==> src/hdl/hcrs_pkg.sv <==
// ----------------------------------------------------------------------------
// hcrs_pkg - height colour ramp shader shared definitions
// Fixed-point formats, palette band tables, reciprocals and pipeline structs.
// ----------------------------------------------------------------------------
package hcrs_pkg;

	localparam int HEIGHT_FRAC_BITS = 14;
	localparam int LIGHT_FRAC_BITS  = 8;

	localparam int HEIGHT_W   = 16;
	localparam int LIGHT_W    = 9;
	localparam int COLOR_W    = 8;
	localparam int MAG_W      = HEIGHT_W - 1;
	localparam int EDGE_W     = (HEIGHT_FRAC_BITS + 1 > MAG_W) ? HEIGHT_FRAC_BITS + 1 : MAG_W;
	localparam int NPAL       = 2;
	localparam int NBANDS     = 6;
	localparam int BAND_IDX_W = 3;
	localparam int RECIP_W    = 33;
	localparam int PROD_W     = MAG_W + RECIP_W;
	localparam int FRAC_SHIFT = 16;
	localparam int FRAC_W     = FRAC_SHIFT + 1;
	localparam int ACC_W      = COLOR_W + FRAC_SHIFT + 4;
	localparam int SHADE_W    = COLOR_W + LIGHT_W;

	localparam logic [COLOR_W-1:0] GREY_LEVEL = 8'd192;
	localparam logic [COLOR_W-1:0] COLOR_MAX  = 8'd255;
	localparam logic [FRAC_W-1:0]  FRAC_ONE   = 17'h10000;

	typedef logic [EDGE_W-1:0]             edge_t;
	typedef logic [RECIP_W-1:0]            recip_t;
	typedef logic [0:2][COLOR_W-1:0]       rgb_t;
	typedef logic [BAND_IDX_W-1:0]         band_idx_t;

	// thousandths to height units, rounded to nearest
	function automatic longint unsigned edge_of(input longint unsigned pm);
		return ((pm << HEIGHT_FRAC_BITS) + 500) / 1000;
	endfunction

	localparam longint unsigned E_000  = edge_of(0);
	localparam longint unsigned E_510  = edge_of(510);
	localparam longint unsigned E_530  = edge_of(530);
	localparam longint unsigned E_600  = edge_of(600);
	localparam longint unsigned E_750  = edge_of(750);
	localparam longint unsigned E_850  = edge_of(850);
	localparam longint unsigned E_900  = edge_of(900);
	localparam longint unsigned E_1000 = edge_of(1000);

	localparam longint unsigned SPAN_L0 = E_510 - E_000;
	localparam longint unsigned SPAN_L1 = E_530 - E_510;
	localparam longint unsigned SPAN_L2 = E_600 - E_530;
	localparam longint unsigned SPAN_L3 = E_850 - E_600;
	localparam longint unsigned SPAN_L4 = E_900 - E_850;
	localparam longint unsigned SPAN_L5 = E_1000 - E_900;
	localparam longint unsigned SPAN_I0 = E_510 - E_000;
	localparam longint unsigned SPAN_I1 = E_600 - E_510;
	localparam longint unsigned SPAN_I2 = E_750 - E_600;
	localparam longint unsigned SPAN_I3 = E_900 - E_750;
	localparam longint unsigned SPAN_I4 = E_1000 - E_900;
	localparam longint unsigned RECIP_ONE = 64'd1 << 32;

	localparam band_idx_t BAND_COUNT [NPAL] = '{3'd6, 3'd5};

	localparam edge_t LO_EDGE [NPAL][NBANDS] = '{
		'{edge_t'(E_000), edge_t'(E_510), edge_t'(E_530),
		  edge_t'(E_600), edge_t'(E_850), edge_t'(E_900)},
		'{edge_t'(E_000), edge_t'(E_510), edge_t'(E_600),
		  edge_t'(E_750), edge_t'(E_900), edge_t'(0)}
	};

	localparam edge_t HI_EDGE [NPAL][NBANDS] = '{
		'{edge_t'(E_510), edge_t'(E_530), edge_t'(E_600),
		  edge_t'(E_850), edge_t'(E_900), edge_t'(E_1000)},
		'{edge_t'(E_510), edge_t'(E_600), edge_t'(E_750),
		  edge_t'(E_900), edge_t'(E_1000), edge_t'(0)}
	};

	localparam recip_t RECIP [NPAL][NBANDS] = '{
		'{recip_t'((RECIP_ONE + SPAN_L0 / 2) / SPAN_L0),
		  recip_t'((RECIP_ONE + SPAN_L1 / 2) / SPAN_L1),
		  recip_t'((RECIP_ONE + SPAN_L2 / 2) / SPAN_L2),
		  recip_t'((RECIP_ONE + SPAN_L3 / 2) / SPAN_L3),
		  recip_t'((RECIP_ONE + SPAN_L4 / 2) / SPAN_L4),
		  recip_t'((RECIP_ONE + SPAN_L5 / 2) / SPAN_L5)},
		'{recip_t'((RECIP_ONE + SPAN_I0 / 2) / SPAN_I0),
		  recip_t'((RECIP_ONE + SPAN_I1 / 2) / SPAN_I1),
		  recip_t'((RECIP_ONE + SPAN_I2 / 2) / SPAN_I2),
		  recip_t'((RECIP_ONE + SPAN_I3 / 2) / SPAN_I3),
		  recip_t'((RECIP_ONE + SPAN_I4 / 2) / SPAN_I4),
		  recip_t'(0)}
	};

	localparam rgb_t LO_COLOR [NPAL][NBANDS] = '{
		'{'{8'd0, 8'd0, 8'd255}, '{8'd220, 8'd212, 8'd156}, '{8'd34, 8'd139, 8'd34},
		  '{8'd0, 8'd102, 8'd51}, '{8'd210, 8'd180, 8'd140}, '{8'd224, 8'd224, 8'd224}},
		'{'{8'd181, 8'd211, 8'd255}, '{8'd0, 8'd102, 8'd51}, '{8'd32, 8'd32, 8'd32},
		  '{8'd224, 8'd224, 8'd224}, '{8'd255, 8'd255, 8'd255}, '{8'd0, 8'd0, 8'd0}}
	};

	localparam rgb_t HI_COLOR [NPAL][NBANDS] = '{
		'{'{8'd0, 8'd0, 8'd255}, '{8'd34, 8'd139, 8'd34}, '{8'd0, 8'd102, 8'd51},
		  '{8'd210, 8'd180, 8'd140}, '{8'd224, 8'd224, 8'd224}, '{8'd224, 8'd224, 8'd224}},
		'{'{8'd181, 8'd211, 8'd255}, '{8'd32, 8'd32, 8'd32}, '{8'd224, 8'd224, 8'd224},
		  '{8'd255, 8'd255, 8'd255}, '{8'd255, 8'd255, 8'd255}, '{8'd0, 8'd0, 8'd0}}
	};

	typedef struct packed {
		logic               valid;
		logic               neg;
		logic               found;
		logic               sel;
		band_idx_t          idx;
		logic [MAG_W-1:0]   offs;
		logic [LIGHT_W-1:0] light;
	} s1_t;

	typedef struct packed {
		logic               valid;
		logic               neg;
		logic               found;
		logic               sel;
		band_idx_t          idx;
		logic [PROD_W-1:0]  prod;
		logic [LIGHT_W-1:0] light;
	} s2_t;

	typedef struct packed {
		logic               valid;
		logic               neg;
		logic [LIGHT_W-1:0] light;
		rgb_t               chan;
	} s3_t;

	typedef struct packed {
		logic valid;
		rgb_t rgb;
	} s4_t;

	typedef struct packed {
		logic load_s2;
		logic load_s3;
	} lerp_ld_t;

endpackage

==> src/hdl/height_color_ramp_shader.sv <==
// ----------------------------------------------------------------------------
// height_color_ramp_shader - elevation to shaded pixel colour
// Four-stage pipeline: band search, reciprocal multiply, blend, shade.
// ----------------------------------------------------------------------------
// usage
// s_axis carries one pixel per beat: elevation (signed, 1.0 = 2^14) and a
// light level (1.0 = 256). m_axis returns one rgb beat per input beat, in
// order. cfg_we/cfg_wdata write the palette select (0 land, 1 ice); write it
// only while no beats are in flight.
// an accepted input beat passes through four register stages (band search,
// reciprocal multiply, colour blend, shading multiply) on its way to m_axis.
// throughput is one beat per cycle while m_axis_tready is high.
// each stage loads when it is empty or the stage after it moves, so bubbles
// are squeezed out under stall and s_axis_tready stays high while there is
// room; with m_axis_tready low and all four stages full, s_axis_tready drops
// and the held result stays on m_axis.
// reset empties the pipeline and selects the land palette.
// ----------------------------------------------------------------------------
module height_color_ramp_shader (
	input  logic        clk,
	input  logic        arst_n,
	input  logic        cfg_we,
	input  logic        cfg_wdata,
	input  logic        s_axis_tvalid,
	output logic        s_axis_tready,
	input  logic [31:0] s_axis_tdata,  // height_level [15:0], light_level [24:16]
	output logic        m_axis_tvalid,
	input  logic        m_axis_tready,
	output logic [23:0] m_axis_tdata   // red [7:0], green [15:8], blue [23:16]
);

	logic               palette_q;
	logic               load_s1;
	logic               load_s4;
	hcrs_pkg::lerp_ld_t lerp_ld;
	hcrs_pkg::s1_t      s1;
	hcrs_pkg::s2_t      s2;
	hcrs_pkg::s3_t      s3;
	hcrs_pkg::s4_t      s4;

	always_ff @(posedge clk or negedge arst_n) begin
		if (!arst_n) begin
			palette_q <= 1'b0;
		end else if (cfg_we) begin
			palette_q <= cfg_wdata;
		end
	end

	// a stage loads when empty or when its successor is loading
	always_comb begin
		load_s4         = !s4.valid || m_axis_tready;
		lerp_ld.load_s3 = !s3.valid || load_s4;
		lerp_ld.load_s2 = !s2.valid || lerp_ld.load_s3;
		load_s1         = !s1.valid || lerp_ld.load_s2;
	end

	assign s_axis_tready = load_s1;

	hcrs_band_stage u_band (
		.clk      (clk),
		.arst_n   (arst_n),
		.load     (load_s1),
		.in_valid (s_axis_tvalid),
		.height   (s_axis_tdata[15:0]),
		.light    (s_axis_tdata[24:16]),
		.sel      (palette_q),
		.s1       (s1)
	);

	hcrs_lerp_stage u_lerp (
		.clk    (clk),
		.arst_n (arst_n),
		.ld     (lerp_ld),
		.s1     (s1),
		.s2     (s2),
		.s3     (s3)
	);

	hcrs_shade_stage u_shade (
		.clk    (clk),
		.arst_n (arst_n),
		.load   (load_s4),
		.s3     (s3),
		.s4     (s4)
	);

	assign m_axis_tvalid = s4.valid;
	assign m_axis_tdata  = {s4.rgb[2], s4.rgb[1], s4.rgb[0]};

`ifndef ASSERT_OFF
	a_ready_when_drained: assert property (@(posedge clk) disable iff (!arst_n)
		m_axis_tready |-> s_axis_tready)
		else $error("input stalled while output is being taken");

	a_result_from_pipe: assert property (@(posedge clk) disable iff (!arst_n)
		m_axis_tvalid && !$past(m_axis_tvalid) |-> $past(s3.valid))
		else $error("result appeared without a beat in the blend stage");

	a_hold_when_stalled: assert property (@(posedge clk) disable iff (!arst_n)
		m_axis_tvalid && !m_axis_tready |=> m_axis_tvalid && $stable(m_axis_tdata))
		else $error("pipeline lost a beat under stall");
`endif

endmodule

==> src/hdl/hcrs_band_stage.sv <==
// ----------------------------------------------------------------------------
// hcrs_band_stage - band search
// Finds the palette band holding the elevation and its offset into the band.
// ----------------------------------------------------------------------------
module hcrs_band_stage (
	input  logic                            clk,
	input  logic                            arst_n,
	input  logic                            load,
	input  logic                            in_valid,
	input  logic [hcrs_pkg::HEIGHT_W-1:0]   height,
	input  logic [hcrs_pkg::LIGHT_W-1:0]    light,
	input  logic                            sel,
	output hcrs_pkg::s1_t                   s1
);

	logic               hit;
	hcrs_pkg::band_idx_t idx;
	hcrs_pkg::edge_t    lo;
	hcrs_pkg::edge_t    h_ext;

	always_comb begin
		h_ext = hcrs_pkg::edge_t'(height[hcrs_pkg::MAG_W-1:0]);
		hit   = 1'b0;
		idx   = '0;
		lo    = '0;
		// walk downwards so the lowest matching band wins
		for (int i = hcrs_pkg::NBANDS - 1; i >= 0; i--) begin
			if (hcrs_pkg::BAND_IDX_W'(i) < hcrs_pkg::BAND_COUNT[sel] &&
			    hcrs_pkg::HI_EDGE[sel][i] > hcrs_pkg::LO_EDGE[sel][i] &&
			    h_ext >= hcrs_pkg::LO_EDGE[sel][i] &&
			    h_ext <  hcrs_pkg::HI_EDGE[sel][i]) begin
				hit = 1'b1;
				idx = hcrs_pkg::BAND_IDX_W'(i);
				lo  = hcrs_pkg::LO_EDGE[sel][i];
			end
		end
	end

	always_ff @(posedge clk or negedge arst_n) begin
		if (!arst_n) begin
			s1 <= '0;
		end else if (load) begin
			s1.valid <= in_valid;
			s1.neg   <= height[hcrs_pkg::HEIGHT_W-1];
			s1.found <= hit;
			s1.sel   <= sel;
			s1.idx   <= idx;
			s1.offs  <= hcrs_pkg::MAG_W'(h_ext - lo);
			s1.light <= light;
		end
	end

`ifndef ASSERT_OFF
	a_band_in_palette: assert property (@(posedge clk) disable iff (!arst_n)
		s1.valid && s1.found |-> s1.idx < hcrs_pkg::BAND_COUNT[s1.sel])
		else $error("band index beyond palette");
`endif

endmodule

==> src/hdl/hcrs_lerp_stage.sv <==
// ----------------------------------------------------------------------------
// hcrs_lerp_stage - band fraction and colour interpolation
// Scales the band offset by the reciprocal, then blends the band end colours.
// ----------------------------------------------------------------------------
module hcrs_lerp_stage (
	input  logic                clk,
	input  logic                arst_n,
	input  hcrs_pkg::lerp_ld_t  ld,
	input  hcrs_pkg::s1_t       s1,
	output hcrs_pkg::s2_t       s2,
	output hcrs_pkg::s3_t       s3
);

	logic [hcrs_pkg::PROD_W-hcrs_pkg::FRAC_SHIFT-1:0] frac_full;
	logic [hcrs_pkg::FRAC_W-1:0]                      frac;
	logic signed [hcrs_pkg::FRAC_W:0]                 frac_s;
	logic signed [hcrs_pkg::COLOR_W:0]                delta [3];
	logic signed [hcrs_pkg::ACC_W-1:0]                acc [3];
	hcrs_pkg::rgb_t                                   lc;
	hcrs_pkg::rgb_t                                   hc;
	hcrs_pkg::rgb_t                                   chan;

	// stage 2: offset times reciprocal
	always_ff @(posedge clk or negedge arst_n) begin
		if (!arst_n) begin
			s2 <= '0;
		end else if (ld.load_s2) begin
			s2.valid <= s1.valid;
			s2.neg   <= s1.neg;
			s2.found <= s1.found;
			s2.sel   <= s1.sel;
			s2.idx   <= s1.idx;
			s2.light <= s1.light;
			s2.prod  <= hcrs_pkg::PROD_W'(s1.offs * hcrs_pkg::RECIP[s1.sel][s1.idx]);
		end
	end

	// stage 3: blend per channel
	always_comb begin
		frac_full = s2.prod[hcrs_pkg::PROD_W-1:hcrs_pkg::FRAC_SHIFT];
		if (frac_full > (hcrs_pkg::PROD_W-hcrs_pkg::FRAC_SHIFT)'(hcrs_pkg::FRAC_ONE)) begin
			frac = hcrs_pkg::FRAC_ONE;
		end else begin
			frac = frac_full[hcrs_pkg::FRAC_W-1:0];
		end
		frac_s = signed'({1'b0, frac});
		lc     = hcrs_pkg::LO_COLOR[s2.sel][s2.idx];
		hc     = hcrs_pkg::HI_COLOR[s2.sel][s2.idx];
		for (int k = 0; k < 3; k++) begin
			delta[k] = signed'({1'b0, hc[k]}) - signed'({1'b0, lc[k]});
			acc[k]   = signed'(hcrs_pkg::ACC_W'({lc[k], hcrs_pkg::FRAC_SHIFT'(0)})) +
			           hcrs_pkg::ACC_W'(delta[k] * frac_s);
			if (!s2.found) begin
				chan[k] = hcrs_pkg::GREY_LEVEL;
			end else if (acc[k][hcrs_pkg::ACC_W-1]) begin
				chan[k] = '0;
			end else if (|acc[k][hcrs_pkg::ACC_W-2:hcrs_pkg::FRAC_SHIFT+hcrs_pkg::COLOR_W]) begin
				chan[k] = hcrs_pkg::COLOR_MAX;
			end else begin
				chan[k] = acc[k][hcrs_pkg::FRAC_SHIFT +: hcrs_pkg::COLOR_W];
			end
		end
	end

	always_ff @(posedge clk or negedge arst_n) begin
		if (!arst_n) begin
			s3 <= '0;
		end else if (ld.load_s3) begin
			s3.valid <= s2.valid;
			s3.neg   <= s2.neg;
			s3.light <= s2.light;
			s3.chan  <= chan;
		end
	end

endmodule

==> src/hdl/hcrs_shade_stage.sv <==
// ----------------------------------------------------------------------------
// hcrs_shade_stage - light scaling and output register
// Multiplies each channel by the light level and saturates; negative heights give grey.
// ----------------------------------------------------------------------------
module hcrs_shade_stage (
	input  logic           clk,
	input  logic           arst_n,
	input  logic           load,
	input  hcrs_pkg::s3_t  s3,
	output hcrs_pkg::s4_t  s4
);

	logic [hcrs_pkg::SHADE_W-1:0] prod [3];
	logic [hcrs_pkg::SHADE_W-1:0] lit [3];
	hcrs_pkg::rgb_t               rgb;

	always_comb begin
		for (int k = 0; k < 3; k++) begin
			prod[k] = hcrs_pkg::SHADE_W'(s3.chan[k] * s3.light);
			lit[k]  = prod[k] >> hcrs_pkg::LIGHT_FRAC_BITS;
			// negative heights bypass shading
			if (s3.neg) begin
				rgb[k] = hcrs_pkg::GREY_LEVEL;
			end else if (lit[k] > hcrs_pkg::SHADE_W'(hcrs_pkg::COLOR_MAX)) begin
				rgb[k] = hcrs_pkg::COLOR_MAX;
			end else begin
				rgb[k] = lit[k][hcrs_pkg::COLOR_W-1:0];
			end
		end
	end

	always_ff @(posedge clk or negedge arst_n) begin
		if (!arst_n) begin
			s4 <= '0;
		end else if (load) begin
			s4.valid <= s3.valid;
			s4.rgb   <= rgb;
		end
	end

endmodule

==> config.mk <==
export PLATFORM = sky130hd
export DESIGN_NAME = height_color_ramp_shader
export DESIGN_NICKNAME = d
export VERILOG_FILES = /design/src/hdl/hcrs_pkg.sv /design/src/hdl/height_color_ramp_shader.sv /design/src/hdl/hcrs_band_stage.sv /design/src/hdl/hcrs_lerp_stage.sv /design/src/hdl/hcrs_shade_stage.sv
export SDC_FILE = /design/constraint.sdc
export NUM_CORES = 2
export LEC_CHECK = 0
export BUFFER_PORTS_ARGS = -buffer_cell sky130_fd_sc_hd__buf_2
export CELL_PAD_IN_SITES_DETAIL_PLACEMENT = 2
export CELL_PAD_IN_SITES_GLOBAL_PLACEMENT = 2
export CORE_UTILIZATION = 46
export CTS_CLUSTER_DIAMETER = 60
export CTS_CLUSTER_SIZE = 28
export DETAILED_ROUTE_END_ITERATION = 7
export GPL_ROUTABILITY_DRIVEN = 0
export GPL_TIMING_DRIVEN = 0
export PLACE_DENSITY = 0.94
export SETUP_SLACK_MARGIN = 0.02
export SYNTH_ARGS = -nofsm -noshare
export SYNTH_HDL_FRONTEND = slang
export SYNTH_HIERARCHICAL = 1
export SYNTH_SLANG_ARGS = --single-unit
==> constraint.sdc <==
create_clock -name clk -period 18.2 [get_ports clk]
set_clock_uncertainty 0.15 [all_clocks]
set_input_delay 3.64 -clock clk [delete_from_list [all_inputs] [get_ports clk]]
set_output_delay 3.64 -clock clk [all_outputs]
set_load 0.1 [all_outputs]
==> metrics.cfg <==
[routing]
drt.antenna.violating_nets=0
drtIter0Drc=4038
route.detailed.drc=0
num_vias=39597
via_per_inst=6.76
wl_per_cell_um=39.8
routed_wirelength_mm=233
first_pass_iters=6

[sta]
maxSlewViolCount=11
worst_pin_slew_ns=1.51
grt_setup_unrepaired=no
min_period_ns=13.16
setup_violations=0
tns_ns=0
post-route-period-util_pct=72.3
clock.fmax_ghz=0.0760
slew_headroom_pct=-1.19
hold_viol=0

[critical_path]
critPathCapture=u_lerp/s3[14]
arrival_ns=13.35
cp-end-kind=register
worstPathRequired_ns=18.39
crit_fanout=10
ff2ff_path_depth=26
r2r_end=u_lerp/s3[14]
start_kind=register
rrSetupSlack_ns=5.04
crit_type=reg -> reg
worstSetupStartpoint=u_lerp/s2[46]
regToRegStartpoint=u_lerp/s2[46]

[clock_tree]
cts-buffers-inserted=17
hold_buffers=0
cts_root_buf=clkbuf_16
worstSkewPairLatency_ns=0.53
cts_resized=0
clockBufferDepth=2
cts.htree.levels=4
cts_tree=yes
cts.sinks=134
clk_pin_slew_ns=0.07
cts_setup_buffers=0

[floorplanning]
fp.dieW_um=299
io_pins=64
design.die.area_um2=89400
placementRows=108
core_area_um2=87000
start_util_pct=46.6
die_h_um=299

[global_route]
antenna_found_initial=34
grt_start_max_net_pins=75
grt_use_total_pct=53.1
grt_pass1_wl_mm=339
grt_pass1_vias=47274
overflow=0

[logic_synthesis]
netlist_instances=4595
ys_warn_count=6
netlist_area_um2=40600
synth_nets=5850
synth_area_per_cell_um2=8.83

[finish]
fillers=9405
layout.cells.non_filler=5858
fin_util_pct=49.4
synthToLayoutAreaGrowth_pct=5.97
nets=5927
layout-drive-gt1-share_pct=5.08

[placement]
dp_cells=5807
dp_hpwl_mm=160
io_buffers=56

[outcome]
violations=max-capacitance violations, max-slew violations
status=finished, violations left

[run]
drv_cap=1

[hold_path]
min_path_type=reg -> reg

worst max-delay path, stage by stage, from the launching register on:
cell and delay (ns):
dfrtp_1 0.43, nor4_1 0.63, nand3_1 0.97, nor2_1 0.95, clkbuf_1 0.56, buf_1 1.06, nand2_1 0.66, clkbuf_1 0.61
nor2_1 0.33, fa_1 0.44, fa_1 0.56, fa_1 0.61, fa_1 0.61, inv_1 0.08, fa_1 0.51, inv_1 0.05
ha_1 0.36, a21o_1 0.20, a21oi_1 0.24, o21ai_0 0.15, a41oi_1 0.79, o21ai_2 0.23, a21oi_1 0.56, o211ai_1 0.18
a221o_2 0.56, o32ai_1 0.32, a31oi_1 0.12
registers in the layout, summed over array words and instances (netlist names):
register,cells
u_lerp/s2,42
palette_q,1
u_band/s1,31
u_lerp/s3,35
u_shade/s4,25
stage by stage:
step           setup slack [ns]  instance area, um^2  hold slack (ns)
6_report                   5.04                43000            0.363
5_1_grt                    5.21                43000            0.384
4_1_cts                    5.88                42900            0.360
3_5_place_dp               6.27                42300            0.354
3_3_place_gp               7.27                42300            0.313
2_1_floorplan              9.56                40600            0.299
worst min-delay path by stage:
stage	startpoint	end	slack, ns	cells after the start
6_report	u_lerp/s2[62]	u_lerp/s2[62]	0.36	1
5_1_grt	u_lerp/s2[3]	u_lerp/s2[3]	0.38	1
4_1_cts	u_lerp/s2[62]	u_lerp/s2[62]	0.36	1
3_5_place_dp	u_lerp/s2[3]	u_lerp/s2[3]	0.35	1
3_3_place_gp	u_lerp/s2[44]	u_lerp/s2[44]	0.31	2
2_1_floorplan	u_lerp/s2[43]	u_lerp/s2[43]	0.30	2
cell type report:
type	count	area (um^2)	share of cell area (%)
inverter	917	3440	8.01
buffer	174	673	1.57
multi-input combinational	3370	33100	77.0
sequential	134	3350	7.80
antenna	19	47.5	0.111
timing repair buffer	58	322	0.748
clock buffer	18	429	0.998
tap	1155	1450	3.36
clock inverter	13	173	0.402
metal layers:
metal / GRT usage [%] / wire, um
met1: 51.2 / 72500
met2: 83.1 / 106000
met3: 22.0 / 23700
met4: 55.8 / 30400
met5: 0.952 / 251
layout by cell type, fill, tap and decap left out, types with 22 or more instances in the layout:
| cell type | instances |
|---|---|
| ha_1 | 480 |
| or2_2 | 34 |
| and2_1 | 323 |
| nand4_1 | 22 |
| nand2_1 | 388 |
| dfrtp_1 | 134 |
| nand3_1 | 38 |
| inv_1 | 915 |
| buf_2 | 59 |
| xnor2_1 | 59 |
| nor2b_1 | 37 |
| a21o_1 | 42 |
| fa_1 | 737 |
| o21ai_1 | 28 |
| clkbuf_1 | 164 |
| mux2_2 | 59 |
| nor2_1 | 386 |
| nor3_1 | 28 |
| xor2_1 | 34 |
| nand2b_1 | 122 |
| a21oi_1 | 146 |
| o21ai_0 | 101 |
Power is left out: the tool's default activity adds up to more than one toggle a clock period on the data nets, which glitch-free logic cannot reach.
